===== src/rtl/efc_pkg.sv =====
// Shared types and constants of the Ethernet frame classifier.
`timescale 1ns / 1ps

package efc_pkg;

    // Header bytes kept per frame: destination MAC up to the PFC enable vector.
    localparam int HDR_BYTES = 26;
    localparam int LEN_W     = 14;

    localparam logic [LEN_W-1:0] CNT_MAX = 14'd16383;

    // Length thresholds.
    localparam logic [LEN_W-1:0] LEN_DA       = 14'd6;
    localparam logic [LEN_W-1:0] LEN_TYPE     = 14'd14;
    localparam logic [LEN_W-1:0] LEN_LLC_TYPE = 14'd22;
    localparam logic [LEN_W-1:0] LEN_TAG      = 14'd16;
    localparam logic [LEN_W-1:0] LEN_LLC_TAG  = 14'd24;
    localparam logic [LEN_W-1:0] LEN_VEC      = 14'd18;
    localparam logic [LEN_W-1:0] LEN_LLC_VEC  = 14'd26;
    localparam logic [LEN_W-1:0] LEN_MIN      = 14'd64;
    localparam logic [LEN_W-1:0] LEN_BKT_LO   = 14'd1519;
    localparam logic [LEN_W-1:0] LEN_BKT_HI   = 14'd1535;
    localparam logic [LEN_W-1:0] LEN_JUMBO    = 14'd9104;

    // Address and protocol constants.
    localparam logic [47:0] MAC_BCAST   = 48'hFFFF_FFFF_FFFF;
    localparam logic [47:0] MAC_CTRL_DA = 48'h0180_C200_0001;
    localparam logic [15:0] ETYPE_MIN   = 16'h0800;
    localparam logic [15:0] TPID_CTAG   = 16'h8100;
    localparam logic [15:0] TPID_STAG   = 16'h9100;
    localparam logic [15:0] ETYPE_MCTRL = 16'h8808;
    localparam logic [15:0] OPC_PFC     = 16'h0101;
    localparam logic [15:0] OPC_PAUSE   = 16'h0001;
    localparam logic [8:0]  PRIO_NO_EN  = 9'h100;

    // Address class codes.
    localparam logic [1:0] ADDR_NONE  = 2'd0;
    localparam logic [1:0] ADDR_UCAST = 2'd1;
    localparam logic [1:0] ADDR_MCAST = 2'd2;
    localparam logic [1:0] ADDR_BCAST = 2'd3;

    // Frame descriptor handed from the front to the back.
    typedef struct packed {
        logic [HDR_BYTES-1:0][7:0] hdr;
        logic [LEN_W-1:0]          len;
    } desc_t;

    // Result item, first field in the highest bits.
    typedef struct packed {
        logic [LEN_W-1:0] frame_length;
        logic             oversized;
        logic             len_1519_to_1535;
        logic             exactly_64;
        logic             undersized;
        logic             pause_frame;
        logic             pfc_frame;
        logic [8:0]       priority_res;
        logic             vlan_tagged;
        logic [1:0]       addr_class;
    } result_t;

endpackage


===== src/rtl/ethernet_frame_classifier_top.sv =====
// Top level of the Ethernet frame classifier.
`timescale 1ns / 1ps

// The classifier takes an Ethernet frame one byte per item on the slave
// stream (s_tdata holds the byte, s_tlast marks the closing byte) and gives
// one 32-bit result item on the master stream for each frame, carried by the
// item whose s_tlast is high. Other bytes give no result.
// Throughput is one byte per cycle while the queue has room. The front counts
// bytes and captures the first 26 header bytes; on the closing byte it pushes
// a frame descriptor into a short queue. The back decodes the descriptor into
// the result and holds it in an output register that drives m_tvalid; a
// descriptor is loaded there once the register is free or being read.
// When the receiver stalls, the result waits in the output register and
// further descriptors collect in the queue; bytes keep flowing until the
// queue is full, and s_tready then drops until the back drains an entry.
// Bytes that do not close a frame are held up only while the queue is full.
// Reset clears the byte count, the queue and the output valid flag, so the
// first byte after reset opens a new frame. Header bytes are not cleared;
// each header field is used only when the frame is long enough to hold it.
module ethernet_frame_classifier_top #(
    parameter int QUEUE_DEPTH = 2
) (
    input  logic        clk,
    input  logic        rst_n,
    input  logic        s_tvalid,
    output logic        s_tready,
    input  logic [7:0]  s_tdata,   // [7:0] data_byte
    input  logic        s_tlast,   // last_byte
    output logic        m_tvalid,
    input  logic        m_tready,
    output logic [31:0] m_tdata    // [1:0] addr_class, [2] vlan_tagged,
                                   // [11:3] priority_res, [12] pfc_frame,
                                   // [13] pause_frame, [14] undersized,
                                   // [15] exactly_64, [16] len_1519_to_1535,
                                   // [17] oversized, [31:18] frame_length
);
    import efc_pkg::*;

    desc_t   push_data;
    desc_t   pop_data;
    result_t out_data;
    logic    push_valid;
    logic    push_ready;
    logic    pop_valid;
    logic    pop_ready;

    // Front: byte counting and header capture.
    efc_front u_front (
        .clk        (clk),
        .rst_n      (rst_n),
        .in_valid   (s_tvalid),
        .in_ready   (s_tready),
        .in_byte    (s_tdata),
        .in_last    (s_tlast),
        .push_valid (push_valid),
        .push_ready (push_ready),
        .push_data  (push_data)
    );

    // Descriptor queue that decouples the two halves.
    efc_queue #(
        .DEPTH (QUEUE_DEPTH)
    ) u_queue (
        .clk        (clk),
        .rst_n      (rst_n),
        .push_valid (push_valid),
        .push_ready (push_ready),
        .push_data  (push_data),
        .pop_valid  (pop_valid),
        .pop_ready  (pop_ready),
        .pop_data   (pop_data)
    );

    // Back: header decode and the output register.
    efc_back u_back (
        .clk        (clk),
        .rst_n      (rst_n),
        .desc_valid (pop_valid),
        .desc_ready (pop_ready),
        .desc       (pop_data),
        .out_valid  (m_tvalid),
        .out_ready  (m_tready),
        .out_data   (out_data)
    );

    assign m_tdata = out_data;

endmodule


===== src/rtl/efc_front.sv =====
// Front end: accepts frame bytes, counts them and captures the header.
`timescale 1ns / 1ps

module efc_front (
    input  logic              clk,
    input  logic              rst_n,
    input  logic              in_valid,
    output logic              in_ready,
    input  logic [7:0]        in_byte,
    input  logic              in_last,
    output logic              push_valid,
    input  logic              push_ready,
    output efc_pkg::desc_t    push_data
);
    import efc_pkg::*;

    logic [LEN_W-1:0]          cnt_reg;
    logic [LEN_W-1:0]          cnt_next;
    logic [LEN_W-1:0]          cnt_inc;
    logic [HDR_BYTES-1:0][7:0] hdr_reg;
    logic [HDR_BYTES-1:0][7:0] hdr_merged;
    logic                      accept;

    assign in_ready   = push_ready;
    assign accept     = in_valid && in_ready;
    assign cnt_inc    = (cnt_reg == CNT_MAX) ? cnt_reg : cnt_reg + 1'b1;
    assign push_valid = accept && in_last;

    // The closing byte is part of the header when the frame is short.
    always_comb
    begin
        for (int i = 0; i < HDR_BYTES; i++)
        begin
            hdr_merged[i] = (cnt_reg == LEN_W'(i)) ? in_byte : hdr_reg[i];
        end
    end

    assign push_data.hdr = hdr_merged;
    assign push_data.len = cnt_inc;

    always_comb
    begin
        cnt_next = cnt_reg;
        if (accept)
        begin
            cnt_next = in_last ? '0 : cnt_inc;
        end
    end

    always_ff @(posedge clk or negedge rst_n)
    begin
        if (!rst_n)
        begin
            cnt_reg <= '0;
        end
        else
        begin
            cnt_reg <= cnt_next;
        end
    end

    always_ff @(posedge clk)
    begin
        if (accept)
        begin
            hdr_reg <= hdr_merged;
        end
    end

endmodule


===== src/rtl/efc_queue.sv =====
// Short descriptor queue between the front and the back.
`timescale 1ns / 1ps

module efc_queue #(
    parameter int DEPTH = 2
) (
    input  logic              clk,
    input  logic              rst_n,
    input  logic              push_valid,
    output logic              push_ready,
    input  efc_pkg::desc_t    push_data,
    output logic              pop_valid,
    input  logic              pop_ready,
    output efc_pkg::desc_t    pop_data
);
    import efc_pkg::*;

    localparam int PW = (DEPTH > 1) ? $clog2(DEPTH) : 1;
    localparam int CW = $clog2(DEPTH + 1);

    desc_t           mem_reg [DEPTH];
    logic [PW-1:0]   wr_ptr_reg;
    logic [PW-1:0]   wr_ptr_next;
    logic [PW-1:0]   rd_ptr_reg;
    logic [PW-1:0]   rd_ptr_next;
    logic [CW-1:0]   count_reg;
    logic [CW-1:0]   count_next;
    logic            do_push;
    logic            do_pop;

    assign push_ready = (count_reg != CW'(DEPTH));
    assign pop_valid  = (count_reg != '0);
    assign pop_data   = mem_reg[rd_ptr_reg];
    assign do_push    = push_valid && push_ready;
    assign do_pop     = pop_valid && pop_ready;

    always_comb
    begin
        wr_ptr_next = wr_ptr_reg;
        rd_ptr_next = rd_ptr_reg;
        count_next  = count_reg;
        if (do_push)
        begin
            wr_ptr_next = (wr_ptr_reg == PW'(DEPTH - 1)) ? '0 : wr_ptr_reg + 1'b1;
        end
        if (do_pop)
        begin
            rd_ptr_next = (rd_ptr_reg == PW'(DEPTH - 1)) ? '0 : rd_ptr_reg + 1'b1;
        end
        if (do_push && !do_pop)
        begin
            count_next = count_reg + 1'b1;
        end
        else if (do_pop && !do_push)
        begin
            count_next = count_reg - 1'b1;
        end
    end

    always_ff @(posedge clk or negedge rst_n)
    begin
        if (!rst_n)
        begin
            wr_ptr_reg <= '0;
            rd_ptr_reg <= '0;
            count_reg  <= '0;
        end
        else
        begin
            wr_ptr_reg <= wr_ptr_next;
            rd_ptr_reg <= rd_ptr_next;
            count_reg  <= count_next;
        end
    end

    always_ff @(posedge clk)
    begin
        if (do_push)
        begin
            mem_reg[wr_ptr_reg] <= push_data;
        end
    end

endmodule


===== src/rtl/efc_back.sv =====
// Back end: decodes a frame descriptor and holds the result item.
`timescale 1ns / 1ps

module efc_back (
    input  logic              clk,
    input  logic              rst_n,
    input  logic              desc_valid,
    output logic              desc_ready,
    input  efc_pkg::desc_t    desc,
    output logic              out_valid,
    input  logic              out_ready,
    output efc_pkg::result_t  out_data
);
    import efc_pkg::*;

    logic             out_valid_reg;
    logic             out_valid_next;
    result_t          out_data_reg;
    result_t          res;
    logic             load;

    logic [LEN_W-1:0] len;
    logic [47:0]      da;
    logic [15:0]      tp_first;
    logic [15:0]      tp;
    logic [15:0]      opcode;
    logic [7:0]       tci_hi;
    logic [7:0]       pfc_vec;
    logic             llc;
    logic             have_type;
    logic             have_tag;
    logic             have_vec;
    logic             is_vlan;
    logic             is_mctrl;

    assign load       = desc_valid && (!out_valid_reg || out_ready);
    assign desc_ready = load;
    assign out_valid  = out_valid_reg;
    assign out_data   = out_data_reg;

    // Every header field is qualified by the frame length, so bytes left
    // over from an earlier frame never reach the result.
    always_comb
    begin
        len      = desc.len;
        da       = {desc.hdr[0], desc.hdr[1], desc.hdr[2],
                    desc.hdr[3], desc.hdr[4], desc.hdr[5]};
        tp_first = {desc.hdr[12], desc.hdr[13]};
        llc      = (tp_first < ETYPE_MIN);
        tp       = llc ? {desc.hdr[20], desc.hdr[21]} : tp_first;
        opcode   = llc ? {desc.hdr[22], desc.hdr[23]} : {desc.hdr[14], desc.hdr[15]};
        tci_hi   = llc ? desc.hdr[22] : desc.hdr[14];
        pfc_vec  = llc ? desc.hdr[25] : desc.hdr[17];

        have_type = (len >= LEN_TYPE) && (!llc || (len >= LEN_LLC_TYPE));
        have_tag  = llc ? (len >= LEN_LLC_TAG) : (len >= LEN_TAG);
        have_vec  = llc ? (len >= LEN_LLC_VEC) : (len >= LEN_VEC);
        is_vlan   = have_type && ((tp == TPID_CTAG) || (tp == TPID_STAG));
        is_mctrl  = have_type && !is_vlan && have_tag &&
                    (tp == ETYPE_MCTRL) && (da == MAC_CTRL_DA);

        res = '0;
        if (len < LEN_DA)
        begin
            res.addr_class = ADDR_NONE;
        end
        else if (da == MAC_BCAST)
        begin
            res.addr_class = ADDR_BCAST;
        end
        else if (da[40])
        begin
            res.addr_class = ADDR_MCAST;
        end
        else
        begin
            res.addr_class = ADDR_UCAST;
        end

        if (is_vlan && have_tag)
        begin
            res.vlan_tagged  = 1'b1;
            res.priority_res = {6'd0, tci_hi[7:5]};
        end
        else if (is_mctrl && (opcode == OPC_PFC) && have_vec)
        begin
            res.pfc_frame    = 1'b1;
            res.priority_res = (pfc_vec == 8'd0) ? PRIO_NO_EN : {1'b0, pfc_vec};
        end
        else if (is_mctrl && (opcode == OPC_PAUSE))
        begin
            res.pause_frame = 1'b1;
        end

        // A frame cut short of a header field is always below 64 bytes.
        res.undersized       = (len < LEN_MIN);
        res.exactly_64       = (len == LEN_MIN);
        res.len_1519_to_1535 = (len >= LEN_BKT_LO) && (len <= LEN_BKT_HI);
        res.oversized        = (len > LEN_JUMBO);
        res.frame_length     = len;
    end

    always_comb
    begin
        out_valid_next = out_valid_reg;
        if (load)
        begin
            out_valid_next = 1'b1;
        end
        else if (out_ready)
        begin
            out_valid_next = 1'b0;
        end
    end

    always_ff @(posedge clk or negedge rst_n)
    begin
        if (!rst_n)
        begin
            out_valid_reg <= 1'b0;
        end
        else
        begin
            out_valid_reg <= out_valid_next;
        end
    end

    always_ff @(posedge clk)
    begin
        if (load)
        begin
            out_data_reg <= res;
        end
    end

endmodule


===== config.mk =====
export PLATFORM = sky130hd
export DESIGN_NAME = ethernet_frame_classifier_top
export DESIGN_NICKNAME = d
export VERILOG_FILES = /design/src/rtl/efc_pkg.sv /design/src/rtl/ethernet_frame_classifier_top.sv /design/src/rtl/efc_front.sv /design/src/rtl/efc_queue.sv /design/src/rtl/efc_back.sv
export SDC_FILE = /design/constraint.sdc
export NUM_CORES = 1
export LEC_CHECK = 0
export ABC_AREA = 1
export CAP_MARGIN = 10
export CORE_UTILIZATION = 50
export DETAILED_ROUTE_END_ITERATION = 10
export DONT_BUFFER_PORTS = 1
export PLACE_DENSITY_LB_ADDON = 0.12
export SYNTH_ARGS = -nofsm -noshare
export SYNTH_HDL_FRONTEND = slang
export SYNTH_SLANG_ARGS = --single-unit
export TNS_END_PERCENT = 50

===== constraint.sdc =====
create_clock -name clk -period 8.2 [get_ports clk]
set_input_delay 2.05 -clock clk [delete_from_list [all_inputs] [get_ports clk]]
set_output_delay 2.05 -clock clk [all_outputs]
set_load 0.02 [all_outputs]

### Word level (Yosys, flattened, before mapping)

Memories as Yosys holds them, arrays and structs flattened.
Index checks and enable logic that the tools add are counted.

| storage, ports and cells | value |
|---|---|
| RAM bits | 444 |
| bits in read-only memories | 0 |
| word-level logic and storage cells | 180 |
| memories kept | 1 |
| bits in latches | 0 |
| bits of input ports | 13 |
| flip-flop bits (word level) | 259 |
| output and inout bits | 34 |

| operators by class | value |
|---|---|
| eq/ne operators | 35 |
| reductions and logical operators | 34 |
| multipliers | 0 |
| $add $sub $neg | 5 |
| bitwise operators | 1 |
| $lt $le $gt $ge | 12 |
| divide/modulo/power cells | 0 |
| shift operators | 0 |
| mux-type cells | 49 |

Memory list:

| name | words | bits a word | rd ports | clocked after memory_dff | wr ports | RTL line | text |
|---|---|---|---|---|---|---|---|
| u_queue.mem_reg | 2 | 222 | 1 | 0 | 1 | efc_queue.sv:21 | `desc_t mem_reg [DEPTH];` |

Operators by type and width:

| operator | count |
|---|---|
| $mux W8 | 28 |
| $eq A14 B5 Y1 const B | 10 |
| $eq A14 B4 Y1 const B | 8 |
| $ge A14 B5 Y1 const B | 5 |
| $eq A14 B3 Y1 const B | 4 |
| $eq A16 B16 Y1 const B | 3 |
| $eq A48 B41 Y1 const B | 1 |
| $eq A48 B48 Y1 const B | 1 |
| $mux W16 | 2 |
| $eq A14 B2 Y1 const B | 2 |
| $mux W14 | 2 |
| $logic_and A1 B1 Y1 | 18 |
| $eq A16 B1 Y1 const B | 1 |
| $eq A16 B9 Y1 const B | 1 |
| $lt A16 B12 Y1 const B | 1 |
| $add A14 B1 Y14 const B | 1 |
| $eq A14 B1 Y1 const B | 1 |
| $eq A14 B14 Y1 const B | 1 |
| $eq A14 B7 Y1 const B | 1 |
| $ge A14 B11 Y1 const B | 1 |
| $ge A14 B4 Y1 const B | 1 |
| $gt A14 B14 Y1 const B | 1 |
| $le A14 B11 Y1 const B | 1 |
| $logic_not A14 Y1 | 1 |
| other kinds (18) | 40 |

### Logic depth before layout (Yosys ltp)

An unclocked memory read counts as a cell.

| logic depth | value |
|---|---|
| depth in word-level cells | 15 |
| mapped depth | 16 |
| depth with buffers taken out | 15 |

### Modules after synthesis

A second synthesis with hierarchy kept.

| unflattened totals | value |
|---|---|
| cells, all modules | 2572 |
| area, all modules | 29328.1 um2 |

Modules (own cells, without submodules):

| module | area an instance (um2) | cells each | instances |
|---|---|---|---|
| efc_queue | 16424.5 | 1188 | 1 |
| efc_front | 10512.6 | 1038 | 1 |
| efc_back | 2391.0 | 346 | 1 |

### Least setup slack after synthesis

No wires, ideal clock.

| path | value |
|---|---|
| kind | input-to-reg |
| start point | input s_tvalid |
| end point | memory u_queue.mem_reg[0][0] (netlist name), enable pin |
| setup slack | -0.723 ns |
| path buffers | 0 |
| library setup time | 0.645 ns |
| arrival time | 8.279 ns |
| cell stages on the path | 4 |
| cell sequence | nand2_1 > nor2_1 > inv_1 > nor2_1 |

| between the ends | value |
|---|---|
| cells in the longest elaborated chain, start to end | 5 |

RTL lines:

| what | RTL line | text |
|---|---|---|
| start: declaration | ethernet_frame_classifier_top.sv:25 | `input logic s_tvalid,` |
| $logic_and A1 B1 Y1 | efc_front.sv:25 | `assign accept = in_valid && in_ready;` |
| $logic_and A1 B1 Y1 | efc_front.sv:27 | `assign push_valid = accept && in_last;` |
| $logic_and A1 B1 Y1 | efc_queue.sv:34 | `assign do_push = push_valid && push_ready;` |
| net u_queue.do_push | efc_queue.sv:28 | `logic do_push;` |
| $mux W1 | efc_queue.sv:78 | `if (do_push)` |
| $mux W1 (not written as such) | efc_queue.sv:80 | `mem_reg[wr_ptr_reg] <= push_data;` |
| end: declaration | efc_queue.sv:21 |  |

The timed path passes the listed nets, and every way through them passes these cells.

### Worst setup path in the final report

| path | value |
|---|---|
| start point | register u_queue.rd_ptr_reg |
| end point | register u_back.out_data_reg (netlist bit u_back.out_data[8]), data pin |

| between the ends | value |
|---|---|
| cells in the longest elaborated chain, start to end | 15 |
| elaborated cells between the ends (all ways) | 34 |
| classes of those cells | order compare: 7; eq/ne: 5; mux: 5; bitwise: 1; reduce/logical: 15; memory: 1 |

RTL lines:

| what | RTL line | text |
|---|---|---|
| start: declaration | efc_queue.sv:24 | `logic [PW-1:0] rd_ptr_reg;` |
| start signal: assignment | efc_queue.sv:71 | `rd_ptr_reg <= rd_ptr_next;` |
| $mem_v2 Z2 W222 (*) | - |  |
| $lt A16 B12 Y1 | efc_back.sv:49 | `llc = (tp_first < ETYPE_MIN);` |
| $mux W16 / $logic_not A1 Y1 (equally long branches) | efc_back.sv:50, efc_back.sv:55 |  |
| $eq A16 B16 Y1 / $logic_or A1 B1 Y1 (equally long branches) | efc_back.sv:58, efc_back.sv:55 |  |
| $logic_or A1 B1 Y1 / $logic_and A1 B1 Y1 (equally long branches) | efc_back.sv:58, efc_back.sv:55 |  |
| $logic_and A1 B1 Y1 | efc_back.sv:58 | `is_vlan = have_type && ((tp == TPID_CTAG) \|\| (tp == TPID_STAG));` |
| $logic_not A1 Y1 | efc_back.sv:59 | `is_mctrl = have_type && !is_vlan && have_tag &&` |
| $logic_and A1 B1 Y1 (3 in series) | efc_back.sv:59 |  |
| $logic_and A1 B1 Y1 | efc_back.sv:60 | `(tp == ETYPE_MCTRL) && (da == MAC_CTRL_DA);` |
| $logic_and A1 B1 Y1 (2 in series) | efc_back.sv:85 | `else if (is_mctrl && (opcode == OPC_PFC) && have_vec)` |
| $not A1 Y1 (no line) | - |  |
| $reduce_or A3 Y1 (no line) | - |  |
| end signal: assignment | efc_back.sv:132 | `out_data_reg <= res;` |
| end: declaration | efc_back.sv:18 | `result_t out_data_reg;` |

Mark *: on every way between the ends. The rest lies on a longest branch, timed or not.
A chain may end at the register's enable or synchronous reset.

==> impl_metrics.env <==
export IMPL_outcome="finished clean"
export IMPL_grt_overflow=0
export IMPL_drv_slew=0
export IMPL_fin_skew_ns=0.0252
export IMPL_p_leak_nw=8.20
export IMPL_worst_slew_margin_rel=0.307
export IMPL_cp_top_family="simple AND/OR/NAND/NOR gates"
export IMPL_syn_num_nets=1653
export IMPL_mostFrequentLayoutCells="nand2_1, edfxtp_1, inv_1, o21ai_0, nor2_1"
export IMPL_globalplace_congestion=0.839
export IMPL_fin_crit_sh=0.473
export IMPL_cts_setup_buffers=0
export IMPL_antenna_left=0
export IMPL_cts_hold_buffers_added=0
export IMPL_ys_ff_latch=463
export IMPL_setup_violations=0
export IMPL_wirelength_mm=39.0
export IMPL_final_core_util=0.558
export IMPL_crit_arrival_ns=4.20
export IMPL_critical_path_cell_count=10
export IMPL_start_kind="flop"
export IMPL_core_area_um2=37600
export IMPL_drive_gt1_frac=0.0628
export IMPL_hp_class="reg2reg"
export IMPL_ios=47
export IMPL_grt_max_degree=143
export IMPL_cp_slowest_cell="dfrtp_4"
export IMPL_ys_types=40
export IMPL_area_growth_pct=9.93
export IMPL_syn_inst=1635
export IMPL_power_density_nw_per_um2=349
export IMPL_drc=0
export IMPL_final_common_cell="nand2_1"
export IMPL_h_tree_depth=2
export IMPL_crit_chain="buf_4, o21ai_0, nor2_1, nand3_2, o21ai_1, nand2_1, nor2_1, nand2_2, nand4_4, nor2_2"
export IMPL_clk_pin_slew_ns=0.06
export IMPL_cts_max_path_buffers=3
export IMPL_largest_reg_flops=284
export IMPL_cpMostUsedCell="nor2_1"
export IMPL_portBuffers=0
export IMPL_wl_per_cell_um=17.9
export IMPL_path_buf_inv=1
export IMPL_power_mw=7.31
export IMPL_dr_pass1_iters=6
export IMPL_cts_buffers=48
export IMPL_cts_tree="built"
export IMPL_synthSimpleGateAreaFrac=0.155
export IMPL_synth_top_area_cell="edfxtp_1"
export IMPL_drv_cap=0
export IMPL_diodes=0
export IMPL_cts_resized=0
export IMPL_grt_pass1_vias=10948
export IMPL_finalHoldViolations=0
export IMPL_synth_xor_area_frac=0.00643
export IMPL_avgSynthCellArea_um2=11.7
export IMPL_cp_required_ns=8.52
export IMPL_worst_setup_path_type="reg2reg"
export IMPL_fp_dieH_um=197
export IMPL_initial_utilization=0.507
export IMPL_period_minus_slack_ns=3.88
export IMPL_crit_fanout=71
export IMPL_worstRegToRegCells=10
export IMPL_synth_top_cell_area_share=0.699
export IMPL_cts_sinks=463
export IMPL_hold_ws_ns=0.479
export IMPL_synth_area_leaders="edfxtp_1, nand2_1, o21ai_0"
export IMPL_synth_compound_area_share=0.0515
export IMPL_grt_util_all_layers=0.209
export IMPL_synth_top_family_by_area="simple AND/OR/NAND/NOR gates"
export IMPL_worst_pin_slew_ns=1.04
export IMPL_rsz0062_at_grt="no"
export IMPL_synth_area_mux_share=0.00735
export IMPL_root_buffer="clkbuf_16"
export IMPL_clk_latency_ns=0.57
export IMPL_dpl_hpwl_mm=22.4
export IMPL_via_per_inst=5.03
export IMPL_peakVddDrop_mv=0.257
export IMPL_cp_end_kind="flop"
export IMPL_first_iter_violations=739
export IMPL_place_inst=2099
export IMPL_fin_cells=2184
export IMPL_grt_pass1_wl_mm=61.1
export IMPL_antenna_found_initial=0
export IMPL_hold_depth=1
export IMPL_ys_seq_area_frac=0.724
export IMPL_fmax_mhz=258
export IMPL_layout_setup_ws_ns=4.32
export IMPL_netlist_area_um2=19100
export IMPL_ys_warn_count=0
export IMPL_final_nets=1656
export IMPL_place_ws_ns=4.10
export IMPL_cpPeakStageDelay_ns=1.02
export IMPL_synthAdderAreaFrac=0.00328
export IMPL_dieArea_um2=38900
export IMPL_reg2reg_slack_ns=4.32
export IMPL_die_x_um=197
export IMPL_via_count=10996
export IMPL_rows=71
[stage by stage]
step / setup TNS [ns] / cell area, um^2
after detailed placement: 0 / 19500
after global routing: 0 / 21000
after CTS: 0 / 21000
final: 0 / 21000
after floorplan: -205.45 / 19100
after global placement: 0 / 19500
[cells by family (layout without fill, tap and decap cells)]
group | Yosys count | after routing
AND/OR/NAND/NOR | 720 | 720
flip-flops | 463 | 463
buffers and inverters | 226 | 264
AO/OA/AOI/OAI | 193 | 193
XOR/XNOR | 14 | 14
multiplexers | 14 | 14
adder cells (fa/ha/maj) | 5 | 5
[path summary, 6_finish.rpt]
check                                                 start                               end
max                          u_queue.rd_ptr_reg$_DFFE_PN0P_  u_back.out_data[8]$_SDFFCE_PP0P_
min                        u_queue.count_reg[0]$_DFFE_PN0P_  u_queue.count_reg[0]$_DFFE_PN0P_
max reg2reg                  u_queue.rd_ptr_reg$_DFFE_PN0P_  u_back.out_data[8]$_SDFFCE_PP0P_
min reg2reg                u_queue.count_reg[0]$_DFFE_PN0P_  u_queue.count_reg[0]$_DFFE_PN0P_
max in group asynchronous                             rst_n    u_queue.rd_ptr_reg$_DFFE_PN0P_
min in group asynchronous                             rst_n    u_front.cnt_reg[3]$_DFFE_PN0P_
[cell usage after synthesis]
master / n
o21ai_0: 156
dfrtp_1: 19
nor2_1: 104
nor2_2: 7
buf_4: 4
nand2_4: 1
nor3b_1: 1
edfxtp_1: 444
nand3_1: 30
xor2_1: 13
nand4_2: 1
nand3_2: 4
o22ai_1: 7
nand3b_1: 1
nand2_1: 515
a21oi_2: 1
nor3_2: 1
nand4_4: 1
nor3_4: 1
xnor2_1: 1
nand2_2: 2
nor2_8: 1
nor4_1: 10
buf_6: 15
ha_1: 5
clkinv_1: 1
nor3_1: 24
nor2b_1: 2
a31oi_1: 1
a21oi_1: 12
or2_2: 5
buf_2: 8
a21boi_1: 1
mux2i_1: 14
nand4_1: 8
and2_0: 1
o21ai_1: 15
inv_1: 171
inv_2: 1
clkbuf_1: 26
[worst register-to-register path: stages, from the launching register on]
cell,delay [ns]
dfrtp_4,1.02
buf_4,0.74
o21ai_0,0.30
nor2_1,0.22
nand3_2,0.44
o21ai_1,0.42
nand2_1,0.08
nor2_1,0.12
nand2_2,0.10
nand4_4,0.15
nor2_2,0.04
[metal layers]
metal	global-route usage	share of wire	wire length (um)
met1	0.277	0.47	18300
met2	0.357	0.48	18700
met3	0.0299	0.035	1370
met4	0.0606	0.019	756
met5	0	0	0
[area by class of cell]
cell class / count / area [um^2]
clock inverters: 23 / 189
flip-flops and latches: 463 / 13800
clock buffers: 62 / 1290
fillers: 3183 / 16600
multi-input cells: 946 / 4290
repair buffers: 6 / 70.1
inverters: 173 / 654
well taps: 511 / 639
[report_power, final]
group          switching (mW)  internal, mW
Combinational            1.14         0.378
Clock                   0.862          1.20
Sequential              0.300          3.42
Total                    2.30          5.00
Power figures use the tool's default switching activity.
